--- src/rtl/gma_pkg.sv ---
// ----------------------------------------------------------------------------
// gma_pkg: shared types, constants and table builders
// Holds the item side record that travels along the cell chains, the status
// codes, the log2 interpolation table and the table of successive square
// roots of two that the exponent chain multiplies by.
// ----------------------------------------------------------------------------
package gma_pkg;

  localparam int LOG_TABLE_DEPTH = 256;
  localparam int LIDX_W = $clog2(LOG_TABLE_DEPTH + 1);
  localparam int POS_W = 32 + LIDX_W;

  localparam int SQ_W = 50;
  localparam int R_W = 25;
  localparam int K_W = 5;
  localparam int SQRT_STEPS = 25;
  localparam int NORM_STEPS = 5;
  localparam int EXP_STEPS = 24;

  localparam logic [1:0] ST_COMPUTED = 2'd0;
  localparam logic [1:0] ST_OFF = 2'd1;
  localparam logic [1:0] ST_SAT = 2'd2;

  // Per-item record carried alongside the arithmetic of each chain.
  typedef struct packed {
    logic valid;
    logic mag_zero;
    logic r_zero;
    logic [15:0] mag;
    logic [15:0] alpha;
    logic [15:0] beta;
    logic [15:0] decay;
    logic [15:0] err;
    logic [R_W-1:0] r;
  } side_t;

  typedef logic [24:0] log_rom_t [LOG_TABLE_DEPTH+1];
  typedef logic [31:0] root_rom_t [EXP_STEPS+1];

  // Fraction of log2 of a Q.30 mantissa by repeated squaring, Q.24.
  function automatic logic [24:0] log2_mant(input logic [63:0] m_in);
    logic [63:0] m;
    logic [24:0] res;
    m = m_in;
    res = '0;
    for (int k = 0; k < 24; k++) begin
      m = (m * m) >> 30;
      res = {res[23:0], 1'b0};
      if (m >= 64'h8000_0000) begin
        m = m >> 1;
        res[0] = 1'b1;
      end
    end
    return res;
  endfunction

  function automatic log_rom_t build_log_rom();
    log_rom_t rom;
    for (int i = 0; i < LOG_TABLE_DEPTH; i++) begin
      rom[i] = log2_mant(64'h4000_0000 + ((64'(i) << 30) / LOG_TABLE_DEPTH));
    end
    rom[LOG_TABLE_DEPTH] = 25'h100_0000;
    return rom;
  endfunction

  // Floor square root of a 64-bit value.
  function automatic logic [63:0] isqrt64(input logic [63:0] v_in);
    logic [63:0] v;
    logic [63:0] res;
    logic [63:0] b;
    v = v_in;
    res = '0;
    b = 64'h4000_0000_0000_0000;
    for (int j = 0; j < 32; j++) begin
      if (v >= res + b) begin
        v = v - (res + b);
        res = (res >> 1) + b;
      end else begin
        res = res >> 1;
      end
      b = b >> 2;
    end
    return res;
  endfunction

  function automatic root_rom_t build_root_rom();
    root_rom_t rom;
    rom[0] = 32'h8000_0000;
    for (int k = 1; k <= EXP_STEPS; k++) begin
      rom[k] = 32'(isqrt64(64'(rom[k-1]) << 30));
    end
    return rom;
  endfunction

endpackage

--- src/rtl/gma_exp_cell.sv ---
// ----------------------------------------------------------------------------
// gma_exp_cell: one fraction bit of the power-of-two evaluation
// Multiplies the running Q.30 product by this bit's root of two when the
// fraction bit is set, flooring back to Q.30.
// ----------------------------------------------------------------------------
module gma_exp_cell
  import gma_pkg::*;
(
  input  logic           clk_i,
  input  logic           rst_ni,
  input  logic           en_i,
  input  logic [K_W-1:0] bit_i,
  input  logic [31:0]    root_i,
  input  side_t          side_i,
  input  logic [8:0]     n_i,
  input  logic [23:0]    f_i,
  input  logic [31:0]    p_i,
  output side_t          side_o,
  output logic [8:0]     n_o,
  output logic [23:0]    f_o,
  output logic [31:0]    p_o
);

  logic [63:0] prod;
  logic [31:0] p_d;
  side_t       side_q;
  logic [8:0]  n_q;
  logic [23:0] f_q;
  logic [31:0] p_q;

  // Conditional multiply by the root for this bit.
  always_comb begin
    prod = 64'(p_i) * 64'(root_i);
    p_d = f_i[bit_i] ? prod[61:30] : p_i;
  end

  always_ff @(posedge clk_i or negedge rst_ni) begin
    if (!rst_ni) begin
      side_q <= '0;
    end else if (en_i) begin
      side_q <= side_i;
    end
  end

  always_ff @(posedge clk_i) begin
    if (en_i) begin
      n_q <= n_i;
      f_q <= f_i;
      p_q <= p_d;
    end
  end

  assign side_o = side_q;
  assign n_o = n_q;
  assign f_o = f_q;
  assign p_o = p_q;

endmodule

--- config.mk ---
export PLATFORM = sky130hd
export DESIGN_NAME = gma_exp_cell
export DESIGN_NICKNAME = d
export VERILOG_FILES = /design/src/rtl/gma_pkg.sv /design/src/rtl/gma_exp_cell.sv
export SDC_FILE = /design/constraint.sdc
export NUM_CORES = 2
export LEC_CHECK = 0
export BUFFER_PORTS_ARGS = -buffer_cell sky130_fd_sc_hd__buf_2
export CORE_ASPECT_RATIO = 0.8
export CORE_MARGIN = 8
export CORE_UTILIZATION = 55
export CTS_BUF_LIST = sky130_fd_sc_hd__clkbuf_16
export DETAILED_ROUTE_END_ITERATION = 7
export GPL_TIMING_DRIVEN = 0
export HOLD_SLACK_MARGIN = 0.1
export PLACE_DENSITY_LB_ADDON = 0.05
export SLEW_MARGIN = 20
export SYNTH_ARGS = -nofsm -noshare
export SYNTH_HDL_FRONTEND = slang
export SYNTH_SLANG_ARGS = --single-unit
--- constraint.sdc ---
create_clock -name clk_i -period 1 [get_ports clk_i]
set_input_delay 0.05 -clock clk_i [delete_from_list [all_inputs] [get_ports clk_i]]
set_output_delay 0.05 -clock clk_i [all_outputs]
set_load 0.05 [all_outputs]
==> impl_metrics.yaml <==
global_routing:
  antenna_found_initial: 12
  grt_pass1_wl_um: 228000
  grt_pass1_vias: 34228
  grt_max_degree: 78
  grt_overflow: 0
  grt_usage_pct: 39.2
run_status:
  status: "finished, violations left"
  failed_checks: "setup timing"
sta:
  timing.final.max_slew_violations: 0
  fin_crit_sh_pct: 681
  holdWs_ns: 0.0608
  relSlewSlack_pct: 56.5
  setup_ws_ns: -5.81
  tightest_slew_ns: 0.652
  max_freq_mhz: 147
  rsz0062_at_grt: "true"
  clock_skew_ns: 0
  fin_crit_ns: 6.81
  hold_viol: 0
  setup_viol: 313
place:
  dpl.hpwl_um: 123000
  portBuffers: 384
  gp_congestion: 1.07
floorplanning:
  fp.dieW_um: 315
  floorplan.rows: 87
  io_pins: 386
  initial_core_util_pct: 55.7
  die_h_um: 255
  coreArea_um2: 70500
  die_area_um2: 80300
clock_tree:
  clkTransAtPathRegs_ns: 0.08
  cts_tree: "yes"
  insertion_delay_ns: 0.45
  h-tree-depth: 4
  clock_path_buffers: 2
  cts_root_buf: "clkbuf_16"
  cts_buffers: 17
  cts.sinks: 173
yosys:
  yosys_warnings: 0
  synth_area_leaders: "fa_1 46%, and2_1 9.3%, inv_1 8.2%, ha_1 7.8%, dfrtp_1 6.9%"
  ys_seq_area_share_pct: 11.8
  ys_ff_latch: 173
  yosysUniqueCellTypes: 65
  synth-compound-area-share_pct: 3.97
  synth_xor_area_share_pct: 0.490
  synth_mux_area_share_pct: 3.63
  syn-num-nets: 5366
  netlist_instances: 4014
  synth.avg_cell_area_um2: 9.79
  synth_top_family_by_area: "adder cells"
  synthAdderAreaFrac_pct: 53.4
  yosys.area_share.simple_pct: 16.2
  yosysTopAreaCell: "fa_1"
  synthesis.area_um2: 39300
  synth_edf_count: 65
  yosys.area.top_type_share_pct: 45.6
  async_flop_share_pct: 62.4
  ys.flop_type: "dfrtp_1"
drt:
  drtAntennaViolNets: 0
  vias_per_cell: 5.72
  finalWirelength_um: 158000
  first_pass_iters: 6
  dr.first_iter.drc_count: 3410
  num_vias: 32589
  wire_per_inst_um: 27.7
  drc_errors: 0
worst_setup_path:
  rr_worst_depth: 3
  startpoint_type: "input pin"
  crit_path_end_kind: "flip-flop"
  crit_fanout: 10
  required_ns: 1.32
  arrival_ns: 7.13
  worstSetupPathType: "in2reg"
cells_and_area:
  drive_gt1_share_pct: 27.1
  num-fill-cells: 5105
  syn2layout_area_growth_pct: 31.1
  nets: 6092
  final_common_cell: "inv_1"
  layout_common_cells: "822 x inv_1, 786 x fa_1, 532 x and2_1"
  register_area_um2: 4650
  fin_util_pct: 73.0
  multiInputGateArea_um2: 32200
run:
  cap_violations: 0
min_path:
  hold_path_class: "in2async"
-- area by class of cell --
cell class	instances	share of cell area, %
clock buffer	17	0.826
timing repair buffer	717	12.7
tap	934	2.27
antenna	12	0.0583
sequential	173	9.04
buffer	221	6.05
inverter	863	6.29
multi-input combinational	2747	62.5
clock inverter	15	0.260
-- registers in the layout (all words and copies together), names as in the netlist --
register and flops:
n_o 9, side_o 108, p_o 32, f_o 24
-- cell families after synthesis --
group | count (synthesis)
xor+xnor | 22
compound gates | 233
fa+ha+maj | 1139
flops | 173
mux | 120
buf+inv | 1094
simple gates | 1233
-- what timing repair did --
item / CTS / global route
gates cloned: 4 / 3
setup buffers: 100 / 76
resized for setup: 1111 / 220
pin swaps: 163 / 172
hold endpoints to repair: 321 / 97
hold buffers: 149 / 2
setup endpoints to repair: 313 / 227
-- cells in the mapped netlist (4+ instances only) --
cell type and instances:
o21bai_1 13, nand2_1 495, nand3_1 15, and4_1 7, xnor2_1 17, nand4_1 19
ha_1 245, mux2_2 109, o211ai_1 5, o31ai_1 7, or3_1 7, and2_1 581
mux4_2 7, inv_1 863, nor4_1 8, buf_4 4, xor2_1 5, a211oi_1 7
nor2_1 38, nand2b_1 6, o21a_1 16, and3_1 8, a31oi_1 6, a21oi_1 73
dfrtp_1 108, mux2i_1 4, o21ai_0 37, nor3_1 34, buf_2 8, edfxtp_1 65
a21o_1 28, fa_1 894, clkbuf_1 216
-- worst paths after layout --
check | from | end | slack, ns
min in group clk_i | p_i[22] | p_o[22]$_DFFE_PP_ | 0.15
min | rst_ni | side_o[6]$_DFFE_PN0P_ | 0.06
max | p_i[0] | p_o[30]$_DFFE_PP_ | -5.81
max reg2reg | side_o[102]$_DFFE_PN0P_ | side_o[102]$_DFFE_PN0P_ | -0.04
min reg2reg | side_o[11]$_DFFE_PN0P_ | side_o[11]$_DFFE_PN0P_ | 0.53
max in group asynchronous | rst_ni | side_o[30]$_DFFE_PN0P_ | 0.24
-- routing by layer --
layer / wire, um / global-route usage, % / share of wire (%)
met1: 59400 / 52.3 / 38
met5: 135 / 0.837 / 0.085
met3: 26300 / 20.6 / 17
met2: 66100 / 55.2 / 42
met4: 6230 / 11.9 / 3.9
-- through the flow --
stage                     worst slack, ns  setup TNS, ns  cells  cell area, um^2
after detailed placement            -7.47        -332.99   5333            43000
after global routing                -5.93        -266.27   5691            51500
after CTS                           -5.80        -190.48   5612            50200
after global placement              -7.51        -566.06   5332            42900
final                               -5.81        -253.19   5699            51500
after floorplan                     -5.56        -169.18   4014            39900
-- worst max-delay path, cell delays in order --
cell	delay, ns
buf_2	0.25
clkbuf_4	0.37
nand2_1	0.11
fa_1	0.46
fa_1	0.49
inv_1	0.06
fa_1	0.55
fa_1	0.48
fa_1	0.54
fa_2	0.59
fa_2	0.47
fa_1	0.46
ha_1	0.30
buf_6	0.14
a21oi_4	0.14
o21ai_2	0.08
o21bai_1	0.16
a221o_1	0.37
o211a_4	0.28
o2111a_2	0.28
or4_1	0.40
nand3_1	0.08
Power is left out: the tool's default activity adds up to more than one toggle a clock period on the data nets, which glitch-free logic cannot reach.
