$ cat src/rtl/gma_pkg.sv
// ----------------------------------------------------------------------------
// gma_pkg: shared types, constants and table builders
// Holds the item side record that travels along the cell chains, the status
// codes, the log2 interpolation table and the table of successive square
// roots of two that the exponent chain multiplies by.
// ----------------------------------------------------------------------------
package gma_pkg;

  localparam int LOG_TABLE_DEPTH = 256;
  localparam int LIDX_W = $clog2(LOG_TABLE_DEPTH + 1);
  localparam int POS_W = 32 + LIDX_W;

  localparam int SQ_W = 50;
  localparam int R_W = 25;
  localparam int K_W = 5;
  localparam int SQRT_STEPS = 25;
  localparam int NORM_STEPS = 5;
  localparam int EXP_STEPS = 24;

  localparam logic [1:0] ST_COMPUTED = 2'd0;
  localparam logic [1:0] ST_OFF = 2'd1;
  localparam logic [1:0] ST_SAT = 2'd2;

  // Per-item record carried alongside the arithmetic of each chain.
  typedef struct packed {
    logic valid;
    logic mag_zero;
    logic r_zero;
    logic [15:0] mag;
    logic [15:0] alpha;
    logic [15:0] beta;
    logic [15:0] decay;
    logic [15:0] err;
    logic [R_W-1:0] r;
  } side_t;

  typedef logic [24:0] log_rom_t [LOG_TABLE_DEPTH+1];
  typedef logic [31:0] root_rom_t [EXP_STEPS+1];

  // Fraction of log2 of a Q.30 mantissa by repeated squaring, Q.24.
  function automatic logic [24:0] log2_mant(input logic [63:0] m_in);
    logic [63:0] m;
    logic [24:0] res;
    m = m_in;
    res = '0;
    for (int k = 0; k < 24; k++) begin
      m = (m * m) >> 30;
      res = {res[23:0], 1'b0};
      if (m >= 64'h8000_0000) begin
        m = m >> 1;
        res[0] = 1'b1;
      end
    end
    return res;
  endfunction

  function automatic log_rom_t build_log_rom();
    log_rom_t rom;
    for (int i = 0; i < LOG_TABLE_DEPTH; i++) begin
      rom[i] = log2_mant(64'h4000_0000 + ((64'(i) << 30) / LOG_TABLE_DEPTH));
    end
    rom[LOG_TABLE_DEPTH] = 25'h100_0000;
    return rom;
  endfunction

  // Floor square root of a 64-bit value.
  function automatic logic [63:0] isqrt64(input logic [63:0] v_in);
    logic [63:0] v;
    logic [63:0] res;
    logic [63:0] b;
    v = v_in;
    res = '0;
    b = 64'h4000_0000_0000_0000;
    for (int j = 0; j < 32; j++) begin
      if (v >= res + b) begin
        v = v - (res + b);
        res = (res >> 1) + b;
      end else begin
        res = res >> 1;
      end
      b = b >> 2;
    end
    return res;
  endfunction

  function automatic root_rom_t build_root_rom();
    root_rom_t rom;
    rom[0] = 32'h8000_0000;
    for (int k = 1; k <= EXP_STEPS; k++) begin
      rom[k] = 32'(isqrt64(64'(rom[k-1]) << 30));
    end
    return rom;
  endfunction

endpackage

$ cat src/rtl/gma_norm_cell.sv
// ----------------------------------------------------------------------------
// gma_norm_cell: one step of the leading-one search on the root
// Shifts the root left by a fixed amount when its top bits are all zero and
// lowers the exponent to match.
// ----------------------------------------------------------------------------
module gma_norm_cell
  import gma_pkg::*;
(
  input  logic           clk_i,
  input  logic           rst_ni,
  input  logic           en_i,
  input  logic [K_W-1:0] sh_i,
  input  side_t          side_i,
  input  logic [R_W-1:0] m_i,
  input  logic [K_W-1:0] p_i,
  output side_t          side_o,
  output logic [R_W-1:0] m_o,
  output logic [K_W-1:0] p_o
);

  logic [R_W-1:0] top_mask;
  logic           top_clear;
  logic [R_W-1:0] m_d;
  logic [K_W-1:0] p_d;
  side_t          side_q;
  logic [R_W-1:0] m_q;
  logic [K_W-1:0] p_q;

  // Shift when the top bits of this step's width hold no set bit.
  always_comb begin
    top_mask = ~({R_W{1'b1}} >> sh_i);
    top_clear = ((m_i & top_mask) == '0);
    m_d = top_clear ? (m_i << sh_i) : m_i;
    p_d = top_clear ? (p_i - sh_i) : p_i;
  end

  always_ff @(posedge clk_i or negedge rst_ni) begin
    if (!rst_ni) begin
      side_q <= '0;
    end else if (en_i) begin
      side_q <= side_i;
    end
  end

  always_ff @(posedge clk_i) begin
    if (en_i) begin
      m_q <= m_d;
      p_q <= p_d;
    end
  end

  assign side_o = side_q;
  assign m_o = m_q;
  assign p_o = p_q;

endmodule

$ cat config.mk
export PLATFORM = sky130hd
export DESIGN_NAME = gma_norm_cell
export DESIGN_NICKNAME = d
export VERILOG_FILES = /design/src/rtl/gma_pkg.sv /design/src/rtl/gma_norm_cell.sv
export SDC_FILE = /design/constraint.sdc
export NUM_CORES = 1
export LEC_CHECK = 0
export ABC_CLOCK_PERIOD_IN_PS = 990
export BUFFER_PORTS_ARGS = -buffer_cell sky130_fd_sc_hd__buf_2
export CAP_MARGIN = 30
export CORE_AREA = 2 2 135 137
export CTS_CLUSTER_SIZE = 16
export DETAILED_ROUTE_END_ITERATION = 16
export DIE_AREA = 0 0 137 139
export PLACE_DENSITY = 0.67
export SLEW_MARGIN = 25
export SYNTH_ARGS = -nofsm -noshare
export SYNTH_HDL_FRONTEND = slang
export SYNTH_SLANG_ARGS = --single-unit
$ cat constraint.sdc
create_clock -name clk_i -period 0.99 [get_ports clk_i]
set_clock_uncertainty 0.05 [all_clocks]
set_input_delay 0 -clock clk_i [delete_from_list [all_inputs] [get_ports clk_i]]
set_output_delay 0 -clock clk_i [all_outputs]
set_load 0.005 [all_outputs]
==> summary.txt, run 1 <==
Cells along the critical path - buf_8 > buf_4 > nor4_4 > a2111oi_4 > a211oi_4 > o2111ai_4 > buf_12 > buf_8 > mux2_4
Antenna violations before repair - 1
First-pass GRT wire length - 42050 µm
Vias in the first global route - 7594
Power Dens Cells - 1397 nW/µm²
MaxCap Viol Count - 0
Clock Sinks - 138
Setup CP Type - in -> reg
Net Switching - 4.931 mW
Initial Util - 39.13%
Core footprint - 17660 µm²
Switching Share - 28.43%
Via count - 7303
WL/cell - 20.97 µm
Crit-path max FO - 8
Critical path's top delay family - buffers and inverters
Total grt overflow - 0
Iter 0 DRT Violations - 465
CTS max path bufs - 2
IO buf count - 283
Vias/cell - 5.323
Final setup margin - -646.7 ps
Max-slew headroom - 69.20%
Comb power frac - 24.9%
Synthesis Warnings - 0
Worst Hold Margin - -23.36 ps
LEAKAGE - 5.727 nW
CTS tree - built
Outcome - complete, but fails checks
Reg clk slew, reported paths - 70 ps
Final cycle utilization of the critical path - 165.3%
Final Slew Violations - 0
Number of synthesized register bits - 138
Slowest CP cell - nor4_4
Power Internal - 12.41 mW
Critical path's largest stage delay - 310 ps
Commonest non-fill, non-tap cell in the layout - buf_2
Fmax - 611.0 MHz
Cells after Synth - 560
Avg Inst Size Synth - 12.34 µm²
H-tree Lvls - 4
Dpl hpwl - 18340 µm
Synth Cell Area - 6909 µm²
Min Tclk post-route - 1637 ps
Reg2Reg Launch Point - side_o[0]$_DFFE_PN0P_
Library cells used by synthesis - 60
RSZ-0062 raised after global routing - yes
R2r worst-path depth - 2
Crit path from - sh_i[4]
Die Y - 139 µm
Max VDD drop - 0.001207 V
Async SR Flop Fraction - 78.26%
Seq/Total Area, Yosys - 52.16%
GPL Wtd Cong - 0.9328
Type of the most critical hold path - in -> async
CP Data Arrival Time - 1760 ps
CTS root buffer - clkbuf_16
Layout area overhead - 79.72%
Clk_lat worst skew - 420 ps
Register Area - 3603 µm²
Final wirelength - 28780 µm
Most Frequent Cell on Critical Path - buf_8
Number of top-level pins - 284
Buf/Inv on CP - 4
Most frequent cells in the layout - buf_2 (259), buf_4 (159), dlygate4sd3_1 (125)
Failing checks - negative hold slack, negative setup slack
Number of CTS-inserted buffers - 17
Hold Fails Final Rpt - 14
Placed cells - 1172
Clock power frac - 36.7%
Post-Syn Nets - 711
Sequential power share - 38.4%
# fillers - 1164
Critical path depth - 9
DRT Pass-1 Iters - 5
Std cell rows - 49
EDFF count, synth - 30
Layout cells sized above 1 - 60.42%
Die area - 19040 µm²
CP startpoint kind - primary input
ANT nets after route - 0
Critical Path Sink Type - flip-flop
Largest net degree at the start of global routing - 43
Setup TNS - -17070 ps
Slew at the pin closest to its max-slew limit - 458.5 ps
Final setup fails - 75
Total track usage - 29.06%
Fin cells - 1372
Final nets - 1280
Top FF cell, synth - dfrtp_1
Multi-input logic area - 3486 µm²
WP data required - 1110 ps
Residual DRC count - 0
Die W - 137 µm
[worst paths after layout]
check	slack (ps)	to
max in group asynchronous	430	side_o[33]$_DFFE_PN0P_
min in group clk_i	10	m_o[12]$_DFFE_PP_
max reg2reg	0	side_o[0]$_DFFE_PN0P_
min reg2reg	450	side_o[8]$_DFFE_PN0P_
max	-650	m_o[20]$_DFFE_PP_
min	-20	side_o[53]$_DFFE_PN0P_
[power by group through the flow]
stage / sequential (mW) / clock (mW) / combinational (mW)
floorplan: 6.76 / 0 / 1.34
global placement: 6.67 / 0 / 3.26
detailed placement: 6.70 / 0 / 3.30
CTS: 6.60 / 6.47 / 3.90
global route: 6.71 / 6.72 / 4.58
finish: 6.66 / 6.37 / 4.32
[metal layers]
layer	track usage, %	up-vias	wire length, µm
met4	18.72	0	1588
li1	-	3240	-
met5	0	-	0
met3	8.589	115	2291
met2	47.21	405	14130
met1	33.03	3543	10770
[through the flow]
step / utilization, % / power (mW) / hold WS, ps / instance area (µm²) / setup WS, ps
floorplan: - / 8.108 / -345.6 / 7073 / -820.1
global placement: 54.58 / 9.935 / -117.9 / 9637 / -1350
detailed placement: 54.58 / 10.00 / -123.5 / 9637 / -1358
CTS: 67.23 / 16.97 / -22.63 / 11870 / -588.4
global route: 70.32 / 18.01 / -24.17 / 12420 / -686.4
finish: 70.32 / 17.34 / -23.36 / 12420 / -646.7
[cells by family (layout without fill, tap and decap cells)]
group                    count (synthesis)  count (layout)  synth area share (%)
AO/OA/AOI/OAI                          112             112                 11.26
buffers and inverters                   50             632                 3.368
XOR/XNOR                                 3               3                0.3804
adder cells (fa/ha/maj)                  5               5                 1.014
other                                    0               1                     0
flip-flops                             138             138                 52.15
multiplexers                           148             148                 25.12
AND/OR/NAND/NOR                        104             104                 6.700
[timing repair]
item	4_1_cts	5_1_grt
setup buffers	19	23
pin swaps	11	12
gates resized for setup	54	70
hold endpoints to repair	232	15
hold buffers	124	1
setup endpoints to repair	104	167
gates cloned	1	2
[synthesized netlist by cell type, drive strengths merged (3+ instances only)]
library cell	instances	area, µm²
mux2	123	1385
dfrtp	108	2703
nand2	40	150.1
edfxtp	30	900.9
nor2	29	111.4
o21ai	25	125.1
buf	21	123.9
a21oi	20	100.1
clkbuf	19	71.32
mux2i	17	170.2
inv	10	37.54
nor3	10	50.05
o22ai	9	56.30
mux4	8	180.2
o31ai	8	60.06
a221o	6	60.06
nand3	6	30.03
a21o	5	37.54
nor2b	5	31.28
a211oi	4	30.03
ha	4	50.05
or2	4	25.02
a2111oi	3	27.53
a221oi	3	32.53
a22oi	3	22.52
a31oi	3	18.77
o2111ai	3	26.28
o22a	3	26.28
[registers in the layout (all words and copies together) (netlist names)]
name / cells
side_o: 108
p_o: 5
m_o: 25
[layout make-up]
class,instances,share of cell area (%)
sequential,138,29.02
timing repair buffer,590,35.51
clock buffer,18,3.537
tap,229,2.308
clock inverter,14,1.229
antenna,1,0.02015
multi-input combinational,372,28.07
inverter,10,0.3023
Note: power is estimated with default switching activity, not from simulation.
==> run 2, diff against run 1 <==
--- a/config.mk
+++ b/config.mk
@@ -8,11 +8,10 @@
 export ABC_CLOCK_PERIOD_IN_PS = 990
 export BUFFER_PORTS_ARGS = -buffer_cell sky130_fd_sc_hd__buf_2
 export CAP_MARGIN = 30
-export CORE_AREA = 2 2 135 137
+export CORE_AREA = 2 2 144 146
 export CTS_CLUSTER_SIZE = 16
 export DETAILED_ROUTE_END_ITERATION = 16
-export DIE_AREA = 0 0 137 139
-export PLACE_DENSITY = 0.67
+export DIE_AREA = 0 0 146 148
 export SLEW_MARGIN = 25
 export SYNTH_ARGS = -nofsm -noshare
 export SYNTH_HDL_FRONTEND = slang
==> summary.txt, run 2 (same netlist as run 1, synthesis figures left out) <==
Outcome - complete, but fails checks
Failing checks - negative hold slack, negative setup slack
Initial Util - 34.48% (-4.7 points)
Die W - 146 µm (+6.6%)
Reg clk slew, reported paths - 70 ps (about the same)
Finished Cell Area - 12550 µm² (+1.1%)
Setup CP Type - in -> reg
Via count - 7138 (-2.3%)
Die Y - 148 µm (+6.5%)
Hold Fails Final Rpt - 9 (-5)
Largest net degree at the start of global routing - 40 (-7.0%)
Dpl hpwl - 19100 µm (+4.2%)
Clock Sinks - 138 (unchanged)
H-tree Lvls - 4 (unchanged)
WL/cell - 19.87 µm (-5.3%)
Layout cells sized above 1 - 61.17% (+0.75 points)
CTS root buffer - clkbuf_16
Setup TNS - -20440 ps (-3368 ps)
Max VDD drop - 0.001109 V (-8.1%)
Number of CTS-inserted buffers - 17 (unchanged)
Iter 0 DRT Violations - 387 (-17%)
WP data required - 1110 ps (about the same)
Final setup fails - 48 (-36%)
Std cell rows - 52 (+6.1%)
Power Dens Cells - 1371 nW/µm² (-1.9%)
Crit-path max FO - 6 (-2)
Vias in the first global route - 7343 (-3.3%)
Total track usage - 25.33% (-3.7 points)
Core footprint - 20040 µm² (+13%)
Residual DRC count - 0 (unchanged)
Die area - 21610 µm² (+13%)
Antenna violations before repair - 0 (-1)
Min Tclk post-route - 1735 ps (+98.21 ps)
Final total power - 17.20 mW (-0.81%)
Layout area overhead - 81.64%
# fillers - 1540 (+32%)
Final wirelength - 28130 µm (-2.2%)
Vias/cell - 5.041 (-5.3%)
ANT nets after route - 0 (unchanged)
Multi-input logic area - 3535 µm² (+1.4%)
CP startpoint kind - primary input
Finished Core Util - 62.62% (-7.7 points)
Type of the most critical hold path - in -> async
Register Area - 3603 µm² (unchanged)
IO buf count - 283 (unchanged)
RSZ-0062 raised after global routing - yes
Max reg flops - 108 (unchanged)
CP Data Arrival Time - 1850 ps (+90 ps)
Most frequent cells in the layout - buf_2 (262), buf_4 (154), dlygate4sd3_1 (126)
Fmax - 576.4 MHz (-5.7%)
GPL Wtd Cong - 0.8903 (-4.6%)
LEAKAGE - 5.735 nW (+0.13%)
Crit path from - sh_i[3]
Antenna diodes - 0 (-1)
MaxCap Viol Count - 0 (unchanged)
Max-slew headroom - 66.92% (-2.3 points)
Worst Hold Margin - -24.27 ps (-0.9054 ps)
Total grt overflow - 0 (unchanged)
Final setup margin - -744.9 ps (-98.21 ps)
Clk_lat worst skew - 410 ps (about the same)
First-pass GRT wire length - 42380 µm (+0.79%)
Placed Area - 9801 µm² (+1.7%)
Critical Path Sink Type - flip-flop
Slew at the pin closest to its max-slew limit - 492.5 ps (+33.94 ps)
Reg2Reg Launch Point - side_o[58]$_DFFE_PN0P_
CTS tree - built
Commonest non-fill, non-tap cell in the layout - buf_2
DRT Pass-1 Iters - 5 (unchanged)
CTS max path bufs - 2 (unchanged)
Final nets - 1284 (+0.31%)
Number of top-level pins - 284 (unchanged)
Final Slew Violations - 0 (unchanged)
Final cycle utilization of the critical path - 175.2% (+9.9 points)
run 2: final timing paths:
| kind | end | slack, ps | depth (start not counted) |
|---|---|---|---|
| min in group clk_i | m_o[17]$_DFFE_PP_ | 10 | 4 |
| worst max-delay path | p_o[1]$_DFFE_PP_ | -740 | 9 |
| worst min-delay path | side_o[73]$_DFFE_PN0P_ | -20 | 2 |
| worst max register to register | side_o[58]$_DFFE_PN0P_ | 30 | 2 |
| worst min register to register | side_o[56]$_DFFE_PN0P_ | 450 | 1 |
| max in group asynchronous | side_o[10]$_DFFE_PN0P_ | 450 | 3 |
run 2: final cells by class:
class,count,area share (%)
Sequential cell,138,28.71
Clock buffer,17,3.390
Clock inverter,15,1.226
Multi-Input combinational cell,373,28.17
Timing Repair Buffer,593,35.51
Tap cell,270,2.692
Inverter,10,0.2991
run 2: power breakdown:
part	internal (mW)	switching, mW	leakage, nW	total (mW)
sequential	6.37	0.264	1.56	6.63
combinational	2.38	1.88	3.90	4.26
clock	3.56	2.75	0.283	6.31
total	12.3	4.89	5.73	17.2
run 2: critical path, cell delays in order:
cell and delay [ps]:
buf_8 110, buf_8 120, o32ai_4 250, o2111ai_2 140, nor4_2 310, buf_4 190
o2111ai_4 230, buf_6 210, mux2_4 290
run 2: stage by stage:
| stage | std cells | worst slack, ps |
|---|---|---|
| 3_3_place_gp | 1223 | -1228 |
| 6_report | 1416 | -744.9 |
| 3_5_place_dp | 1223 | -1270 |
| 4_1_cts | 1404 | -646.9 |
| 2_1_floorplan | 560 | -820.1 |
| 5_1_grt | 1416 | -829.4 |
run 2: what timing repair did:
action | 4_1_cts | 5_1_grt
resized for setup | 94 | 41
endpoints found under the setup margin | 100 | 165
hold endpoints to repair | 231 | 11
hold buffers | 125 | 2
gates cloned | 3 | 1
pin swaps | 23 | 18
setup buffers | 21 | 12
run 2: routing by layer:
layer,vias to the layer above,track usage [%],share of wire [%]
met4,0,8.495,3.1
met2,320,45.35,52
met1,3499,30.20,39
met3,61,5.679,6.1
met5,-,0,0
li1,3258,-,-
==> run 3, diff against run 2 <==
--- a/config.mk
+++ b/config.mk
@@ -8,10 +8,10 @@
 export ABC_CLOCK_PERIOD_IN_PS = 990
 export BUFFER_PORTS_ARGS = -buffer_cell sky130_fd_sc_hd__buf_2
 export CAP_MARGIN = 30
-export CORE_AREA = 2 2 144 146
+export CORE_AREA = 2 2 171 123
 export CTS_CLUSTER_SIZE = 16
 export DETAILED_ROUTE_END_ITERATION = 16
-export DIE_AREA = 0 0 146 148
+export DIE_AREA = 0 0 173 125
 export SLEW_MARGIN = 25
 export SYNTH_ARGS = -nofsm -noshare
 export SYNTH_HDL_FRONTEND = slang
==> summary.txt, run 3 (same netlist as run 1, synthesis figures left out) <==
Outcome - complete, but fails checks
Failing checks - negative setup slack
Die Y - 125 µm (-16%)
Commonest non-fill, non-tap cell in the layout - buf_2
LEAKAGE - 5.682 nW (-0.92%)
Via count - 7026 (-1.6%)
Layout cells sized above 1 - 59.65% (-1.5 points)
Final cycle utilization of the critical path - 165.7% (-9.5 points)
Total grt overflow - 0 (unchanged)
CP Data Arrival Time - 1770 ps (-80 ps)
Die W - 173 µm (+18%)
CTS tree - built
Slew at the pin closest to its max-slew limit - 383.6 ps (-108.9 ps)
Most frequent cells in the layout - buf_2 (273), buf_4 (154), dlygate4sd3_1 (124)
Reg clk slew, reported paths - 60 ps (about the same)
Initial Util - 34.29% (-0.19 points)
Vias/cell - 4.979 (-1.2%)
Largest net degree at the start of global routing - 36 (-10%)
Final Slew Violations - 0 (unchanged)
Number of CTS-inserted buffers - 17 (unchanged)
Placed cells - 1217 (-0.49%)
Final nets - 1275 (-0.70%)
Total track usage - 24.48% (-0.85 points)
IO buf count - 283 (unchanged)
Vias in the first global route - 7180 (-2.2%)
Iter 0 DRT Violations - 519 (+34%)
RSZ-0062 raised after global routing - yes
Hold Fails Final Rpt - 0 (-9)
Type of the most critical hold path - in -> async
Residual DRC count - 0 (unchanged)
Worst Hold Margin - 7.791 ps (+32.06 ps)
Setup CP Type - in -> reg
Finished Cell Area - 12300 µm² (-2.0%)
First-pass GRT wire length - 40760 µm (-3.8%)
Fin cells - 1411 (-0.35%)
CTS root buffer - clkbuf_16
Min Tclk post-route - 1640 ps (-94.49 ps)
Std cell rows - 44 (-15%)
Critical Path Sink Type - flip-flop
Clk_lat worst skew - 420 ps (about the same)
Crit path from - sh_i[2]
Die area - 21630 µm² (about the same)
WL/cell - 19.11 µm (-3.8%)
H-tree Lvls - 4 (unchanged)
Number of top-level pins - 284 (unchanged)
Clock Sinks - 138 (unchanged)
Final wirelength - 26970 µm (-4.1%)
Reg2Reg Launch Point - side_o[96]$_DFFE_PN0P_
Max VDD drop - 0.001204 V (+8.5%)
CTS max path bufs - 2 (unchanged)
Crit-path max FO - 9 (+3)
Placed Area - 9739 µm² (-0.63%)
Fmax - 609.6 MHz (+5.8%)
Power Dens Cells - 1399 nW/µm² (+2.0%)
Max reg flops - 108 (unchanged)
Antenna violations before repair - 0 (unchanged)
Max-slew headroom - 73.76% (+6.8 points)
R2r setup slk - 40 ps (about the same)
Finished Core Util - 61.04% (-1.6 points)
Dpl hpwl - 18200 µm (-4.7%)
DRT Pass-1 Iters - 5 (unchanged)
ANT nets after route - 0 (unchanged)
GPL Wtd Cong - 0.9892 (+11%)
Layout area overhead - 78.02%
Antenna diodes - 0 (unchanged)
WP data required - 1120 ps (about the same)
Core footprint - 20150 µm² (+0.55%)
Final setup margin - -650.4 ps (+94.49 ps)
CP startpoint kind - primary input
R2r worst-path depth - 2 (unchanged)
Final setup fails - 66 (+38%)
MaxCap Viol Count - 0 (unchanged)
[run 3: power by group]
| part | total [mW] | internal, mW | switching (mW) |
|---|---|---|---|
| logic | 4.06 | 2.29 | 1.77 |
| registers | 6.64 | 6.37 | 0.266 |
| clock network | 6.50 | 3.98 | 2.52 |
[run 3: area by class of cell]
cell class,count,area (µm²)
fill,1626,7850
timing repair buffer,585,4325
sequential,138,3603
multi-input combinational,372,3391
clock buffer,21,481.7
tap,276,345.3
clock inverter,9,111.4
inverter,10,41.29
[run 3: worst paths after layout]
| path | endpoint |
|---|---|
| worst min-delay path | side_o[67]$_DFFE_PN0P_ |
| max in group asynchronous | side_o[14]$_DFFE_PN0P_ |
| worst max register to register | side_o[96]$_DFFE_PN0P_ |
| min in group clk_i | m_o[21]$_DFFE_PP_ |
| worst max-delay path | m_o[12]$_DFFE_PP_ |
| worst min register to register | side_o[3]$_DFFE_PN0P_ |
[run 3: repair_timing]
action                                  in CTS  in global routing
buffers inserted                            21                 16
gates resized for setup                     40                 46
pin swaps                                    9                  6
gates cloned                                 0                  3
endpoints found under the hold margin      231                  8
endpoints found under the setup margin     145                167
hold buffers                               123                  1
[run 3: critical path, stage by stage]
cell	delay, ps
buf_12	120
buf_12	130
or2_4	220
o31a_1	260
a211oi_2	240
o2111ai_4	170
buf_12	180
buf_4	140
buf_12	120
a21o_1	180
[run 3: stage by stage]
| stage | setup slack, ps | total power, mW | setup TNS [ps] |
|---|---|---|---|
| after floorplan | -820.1 | 8.108 | -23640 |
| after global placement | -1254 | 9.969 | -34790 |
| after detailed placement | -1259 | 9.975 | -35010 |
| after CTS | -625.6 | 17.03 | -18830 |
| after global routing | -699.0 | 17.97 | -23300 |
| final | -650.4 | 17.20 | -17810 |
[run 3: routing by layer]
metal / global-route usage (%) / up-vias / wire length (µm)
met3: 7.391 / 50 / 2266
met4: 7.079 / 0 / 598
met5: 0 / - / 0
li1: - / 3220 / -
met1: 32.63 / 3429 / 11540
met2: 38.75 / 327 / 12570
